### config.mk
export PLATFORM = sky130hd
export DESIGN_NAME = tournament_selection
export DESIGN_NICKNAME = d
export VERILOG_FILES = /design/src/rtl/tsel_pkg.sv /design/src/rtl/tournament_selection.sv /design/src/rtl/tsel_ram.sv
export SDC_FILE = /design/constraint.sdc
export NUM_CORES = 2
export LEC_CHECK = 0
export BUFFER_PORTS_ARGS = -buffer_cell sky130_fd_sc_hd__buf_4
export CAP_MARGIN = 25
export CORE_ASPECT_RATIO = 0.9
export CORE_UTILIZATION = 35
export DETAILED_ROUTE_END_ITERATION = 7
export PLACE_DENSITY = 0.46
export SLEW_MARGIN = 20
export SYNTH_ARGS = -nofsm -noshare
export SYNTH_HDL_FRONTEND = slang
export SYNTH_SLANG_ARGS = --single-unit
### constraint.sdc
create_clock -name clk -period 5.15 [get_ports clk]
set_input_delay 1.03 -clock clk [delete_from_list [all_inputs] [get_ports clk]]
set_output_delay 1.03 -clock clk [all_outputs]
set_load 0.01 [all_outputs]
### src/rtl/tsel_pkg.sv
`default_nettype none

package tsel_pkg;

	localparam int POP_SIZE  = 64;
	localparam int FIT_WIDTH = 32;
	localparam int SLOT_W    = $clog2(POP_SIZE);
	localparam int GRP_W     = 6;
	localparam int CFG_IDX_W = 2;
	localparam int CFG_DAT_W = 6;

	localparam logic [CFG_IDX_W-1:0] CFG_GROUP_SIZE   = 2'd0;
	localparam logic [CFG_IDX_W-1:0] CFG_LOOK_FOR_MAX = 2'd1;

	localparam logic OP_LOAD = 1'b0;
	localparam logic OP_DRAW = 1'b1;

	localparam logic [GRP_W-1:0] GROUP_RESET = 6'd2;
	localparam logic [GRP_W-1:0] GROUP_MAX   = GRP_W'(POP_SIZE - 1);

	typedef struct packed {
		logic                        operation;
		logic [5:0]                  slot;
		logic signed [FIT_WIDTH-1:0] fitness;
	} item_t;

	typedef struct packed {
		logic [5:0]                  winner_slot;
		logic signed [FIT_WIDTH-1:0] winner_fitness;
	} result_t;

endpackage

`default_nettype wire

### src/rtl/tournament_selection.sv
// Datapath: a draw item is captured in the table read register and the stage-1 registers,
// then, if it ends the group, its winner is registered into result with done high.
// Throughput: one item per cycle, load or draw; busy stays low, bound by one table read
// and one signed compare against the running best per cycle.
// Reset clears the running best, the draw count and the registers (group size 2, min);
// the fitness table is not cleared and holds garbage until each slot is loaded.
`default_nettype none

module tournament_selection
	import tsel_pkg::*;
(
	input  wire logic                 clk,
	input  wire logic                 arst_n,
	input  wire logic                 start,
	output logic                      busy,
	input  wire item_t                item,
	output logic                      done,
	output result_t                   result,
	input  wire logic                 cfg_valid,
	output logic                      cfg_ready,
	input  wire logic [CFG_IDX_W-1:0] cfg_index,
	input  wire logic [CFG_DAT_W-1:0] cfg_data
);

	logic                  accept;
	logic [GRP_W-1:0]      group_q;
	logic                  look_max_q;
	logic                  valid_s1;
	logic                  op_s1;
	logic [SLOT_W-1:0]     slot_s1;
	logic [FIT_WIDTH-1:0]  rd_fit;
	logic [SLOT_W-1:0]     best_slot_q;
	logic [FIT_WIDTH-1:0]  best_fit_q;
	logic [GRP_W-1:0]      draws_q;
	logic                  take;
	logic [SLOT_W-1:0]     nxt_slot;
	logic [FIT_WIDTH-1:0]  nxt_fit;
	logic [GRP_W:0]        draws_inc;
	logic [GRP_W-1:0]      eff_group;
	logic                  group_end;
	logic                  draw_s1;

	assign busy      = 1'b0;
	assign cfg_ready = 1'b1;
	assign accept    = start && !busy;

	always_ff @(posedge clk or negedge arst_n) begin
		if (!arst_n) begin
			group_q    <= GROUP_RESET;
			look_max_q <= 1'b0;
		end else if (cfg_valid && cfg_ready) begin
			unique case (cfg_index)
				CFG_GROUP_SIZE:   group_q    <= cfg_data[GRP_W-1:0];
				CFG_LOOK_FOR_MAX: look_max_q <= cfg_data[0];
				default:          ;
			endcase
		end
	end

	// Loads write at the accept edge, so a draw right behind a load reads the new value.
	tsel_ram #(
		.WIDTH (FIT_WIDTH),
		.DEPTH (POP_SIZE)
	) u_table (
		.clk   (clk),
		.we    (accept && item.operation == OP_LOAD),
		.waddr (item.slot[SLOT_W-1:0]),
		.wdata (item.fitness),
		.re    (accept && item.operation == OP_DRAW),
		.raddr (item.slot[SLOT_W-1:0]),
		.rdata (rd_fit)
	);

	always_ff @(posedge clk or negedge arst_n) begin
		if (!arst_n) begin
			valid_s1 <= 1'b0;
		end else begin
			valid_s1 <= accept;
		end
	end

	always_ff @(posedge clk) begin
		if (accept) begin
			op_s1   <= item.operation;
			slot_s1 <= item.slot[SLOT_W-1:0];
		end
	end

	assign draw_s1 = valid_s1 && op_s1 == OP_DRAW;

	always_comb begin
		if (draws_q == '0) begin
			take = 1'b1;
		end else if (look_max_q) begin
			take = $signed(best_fit_q) < $signed(rd_fit);
		end else begin
			take = $signed(rd_fit) < $signed(best_fit_q);
		end
		nxt_slot  = take ? slot_s1 : best_slot_q;
		nxt_fit   = take ? rd_fit : best_fit_q;
		draws_inc = {1'b0, draws_q} + (GRP_W+1)'(1);
		if (group_q == '0) begin
			eff_group = GRP_W'(1);
		end else if (group_q > GROUP_MAX) begin
			eff_group = GROUP_MAX;
		end else begin
			eff_group = group_q;
		end
		// count wraps in the low bits like the running counter does
		group_end = draws_inc[GRP_W-1:0] >= eff_group;
	end

	always_ff @(posedge clk or negedge arst_n) begin
		if (!arst_n) begin
			best_slot_q <= '0;
			best_fit_q  <= '0;
			draws_q     <= '0;
			done        <= 1'b0;
		end else begin
			done <= draw_s1 && group_end;
			if (draw_s1) begin
				best_slot_q <= nxt_slot;
				best_fit_q  <= nxt_fit;
				draws_q     <= group_end ? '0 : draws_inc[GRP_W-1:0];
			end
		end
	end

	always_ff @(posedge clk) begin
		if (draw_s1 && group_end) begin
			result.winner_slot    <= 6'(nxt_slot);
			result.winner_fitness <= nxt_fit;
		end
	end

endmodule

`default_nettype wire

### src/rtl/tsel_ram.sv
`default_nettype none

module tsel_ram #(
	parameter int WIDTH = 32,
	parameter int DEPTH = 64
) (
	input  wire logic                     clk,
	input  wire logic                     we,
	input  wire logic [$clog2(DEPTH)-1:0] waddr,
	input  wire logic [WIDTH-1:0]         wdata,
	input  wire logic                     re,
	input  wire logic [$clog2(DEPTH)-1:0] raddr,
	output logic      [WIDTH-1:0]         rdata
);

	logic [WIDTH-1:0] mem_q [DEPTH];

	always_ff @(posedge clk) begin
		if (we) begin
			mem_q[waddr] <= wdata;
		end
		if (re) begin
			rdata <= mem_q[raddr];
		end
	end

endmodule

`default_nettype wire
==> flow_summary.toml <==
[route]
drt_pre_antenna_iters = 5
viasPerCell = 5.80
final_antenna_net_count = 0
routed_wl_mm = 262
wl_per_cell_um = 33.9
drc = 0
vias = 44800
first_iter_violations = 5262

[synthesis]
synth_top_area_share_pct = 80.3
synth.most_common_cell = "edfxtp_1"
yosys-top-cells-count = "2,125 x edfxtp_1, 620 x a22oi_1, 203 x a221oi_1, 202 x a22o_1, 196 x a31oi_1"
async_flop_share_pct = 2.43
seq_area_frac_synth_pct = 82.0
synth_top_family_by_area = "compound AO/OA/AOI/OAI gates"
netlist_instances = 4234
synthFlopType = "edfxtp_1"
ys_top_cells_by_area = "edfxtp_1 80%, a22oi_1 5.9%, a221oi_1 2.2%"
synthMuxAreaShare_pct = 1.20
yosysUniqueCellTypes = 53
ys_warn_count = 0
synthAdderAreaFrac_pct = 0.630
netlist_area_sq_um = 79500
synth-compound-area-share_pct = 12.6
syn_area_per_cell_sq_um = 18.8
yosys_register_bits = 2178
syn-num-nets = 4325
synthXorXnorAreaFrac_pct = 0.0441
synth.largest_area_cell = "edfxtp_1"
synth-simple-area-share_pct = 1.90
synth_enable_flop_cells = 2125

[cells_and_area]
area_delta_synth_final_pct = 16.8
nFillCells = 19900
fin_area_sq_um = 92800
nets = 4612
post-route-util_pct = 41.2
drive_above_1_share_pct = 16.8

[timing]
worstMarginPinSlew_ns = 1.09
finalSetupTns_ns = 0
hold_viol = 0
period_minus_slack_ns = 3.58
max_freq_mhz = 280
grt_setup_unrepaired = "false"
finalSetupViolCount = 0
slew_headroom_pct = 26.6
finClkSkew_ns = 0.0695
drv_slew = 0
min_period_over_period_pct = 69.5

[place]
gp_congestion = 0.776
place_area_sq_um = 85900
portBuffers = 89
dpl.hpwl_mm = 154

[clocking]
cts-hold-fix-buffers = 0
postCtsSetupBuffers = 0
cts-resized-gates = 0
cts.path.max_buffers = 3
clock-sinks = 2178
htreeDepth = 4
cts_root_buffer = "clkbuf_16"
worstSkewPairLatency_ns = 0.87
numCtsBuffers = 218
clk_pin_slew_worst_paths_ns = 0.06
cts_tree = "built"

[flow_run]
cap_violations = 0

[outcome]
status = "completed"

[critical_path]
worstPathRequired_ns = 5.68
crit_fanout = 36
reg2reg_slack_ns = 1.61
crit_end = "u_table.rdata[31]"
arrival_ns = 4.11
crit_type = "in -> reg"
crit_path_frequent_cell = "buf_12"
reg2regPathDepth = 8
r2r-start = "u_table.rdata[11]"
critPathLaunchType = "input pin"
critPathSlowestCell = "nor4_2"
slowest_delay_ns = 0.87
crit_chain = "buf_4, and3b_4, buf_12, buf_12, a22o_1, a221oi_1, a31oi_1, nor4_2, nand2_1"
end_kind = "register"
cp-startpoint = "item[33]"
r2r-end = "result[0]"

[global_route]
grt_max_degree = 65
antenna_found_initial = 16
grt.overflow.total = 0
grt_pass1_vias = 42800
grt_first_pass_wirelength_mm = 360
track_usage_pct = 22.4

[floorplanning]
rows = 165
dieArea_sq_um = 229000
chipWidth_um = 504
start_util_pct = 35.3
core_area_sq_um = 225000
io_pins = 92
die-height_um = 454

[hold_path]
min_path_type = "in -> async"

[pwr]
p_total_mw = 38.1
leakagePower_nw = 28.6
vdd_drop_max_v = 0.000367
p_per_area_nw_per_um2 = 411
sequential cells by signal, indices dropped and copies added, names as in the netlist, 6 cells and up:
| signal | cells |
|---|---|
| u_table.rdata | 32 |
| best_fit_q | 32 |
| slot_s1 | 6 |
| result | 38 |
| u_table.mem_q | 2048 |
| draws_q | 6 |
| best_slot_q | 6 |
| group_q | 6 |
worst min-delay path by stage:
stage,start,end,slack (ns),depth (start not counted)
global placement,best_slot_q[3],best_slot_q[3],0.46,1
floorplan,best_slot_q[0],best_slot_q[0],0.45,1
CTS,arst_n,best_fit_q[26],0.21,1
global route,arst_n,best_fit_q[21],0.26,1
finish,arst_n,best_fit_q[24],0.22,1
detailed placement,best_slot_q[2],best_slot_q[2],0.47,1
area by class of cell:
| class | count | area [sq um] | share of cell area [%] |
|---|---|---|---|
| Sequential cell | 2178 | 65100 | 70.2 |
| Multi-Input combinational cell | 1738 | 13600 | 14.7 |
| Clock buffer | 267 | 5650 | 6.09 |
| Tap cell | 3006 | 3760 | 4.05 |
| Timing Repair Buffer | 344 | 3280 | 3.53 |
| Clock inverter | 137 | 1200 | 1.29 |
| Inverter | 41 | 154 | 0.166 |
| Antenna cell | 7 | 17.5 | 0.0189 |
worst max-delay path: cells and delay by family:
family,cells,cell delay [ns]
AO/OA/AOI/OAI,3,0.75
buffers and inverters,3,0.69
AND/OR/NAND/NOR,3,1.59
cells in the final DEF, fill, tap and decap left out, types with 29 or more instances in the layout:
cell	count
nand2_1	38
nor2_4	66
buf_4	286
nand3_1	40
clkinv_2	40
a22o_1	202
a221oi_1	203
dfrtp_1	52
a31oi_1	196
nor4_1	29
clkbuf_16	218
inv_1	41
a22oi_1	620
clkbuf_1	48
a21oi_1	75
mux2_2	38
buf_12	56
edfxtp_1	2125
nand4_1	66
ha_1	40
clkinv_1	64
routing by layer:
layer  GRT usage (%)  wire length [um]  vias to the layer above
met5               0                13                        -
li1                -                 -                    18600
met3            4.54             20900                      267
met2            33.9            117000                     1866
met1            33.7            121000                    24100
met4            3.84              3620                        2
power breakdown:
| part | leakage [nW] | internal (mW) | switching (mW) | total (mW) |
|---|---|---|---|---|
| Combinational | 5.50 | 1.03 | 1.71 | 2.74 |
| Clock | 3.34 | 8.44 | 6.92 | 15.4 |
| Sequential | 19.8 | 19.8 | 0.209 | 20.0 |
| Total | 28.6 | 29.3 | 8.84 | 38.1 |
through the flow:
step           setup slack [ns]  hold slack (ns)  std cells
3_5_place_dp              0.772            0.468       7306
5_1_grt                    1.41            0.257       7711
4_1_cts                    1.56            0.206       7710
6_report                   1.57            0.223       7718
3_3_place_gp              0.313            0.462       7302
2_1_floorplan             0.904            0.452       4234
kinds of logic (layout without fill, tap and decap cells):
logic type      count (synthesis)  in the layout
compound gates               1326           1326
buf+inv                       318            789
xor+xnor                        4              4
simple gates                  288            288
other cells                     2              9
mux                            78             78
flops                        2178           2178
fa+ha+maj                      40             40
Note: power is estimated with default switching activity, not from simulation.
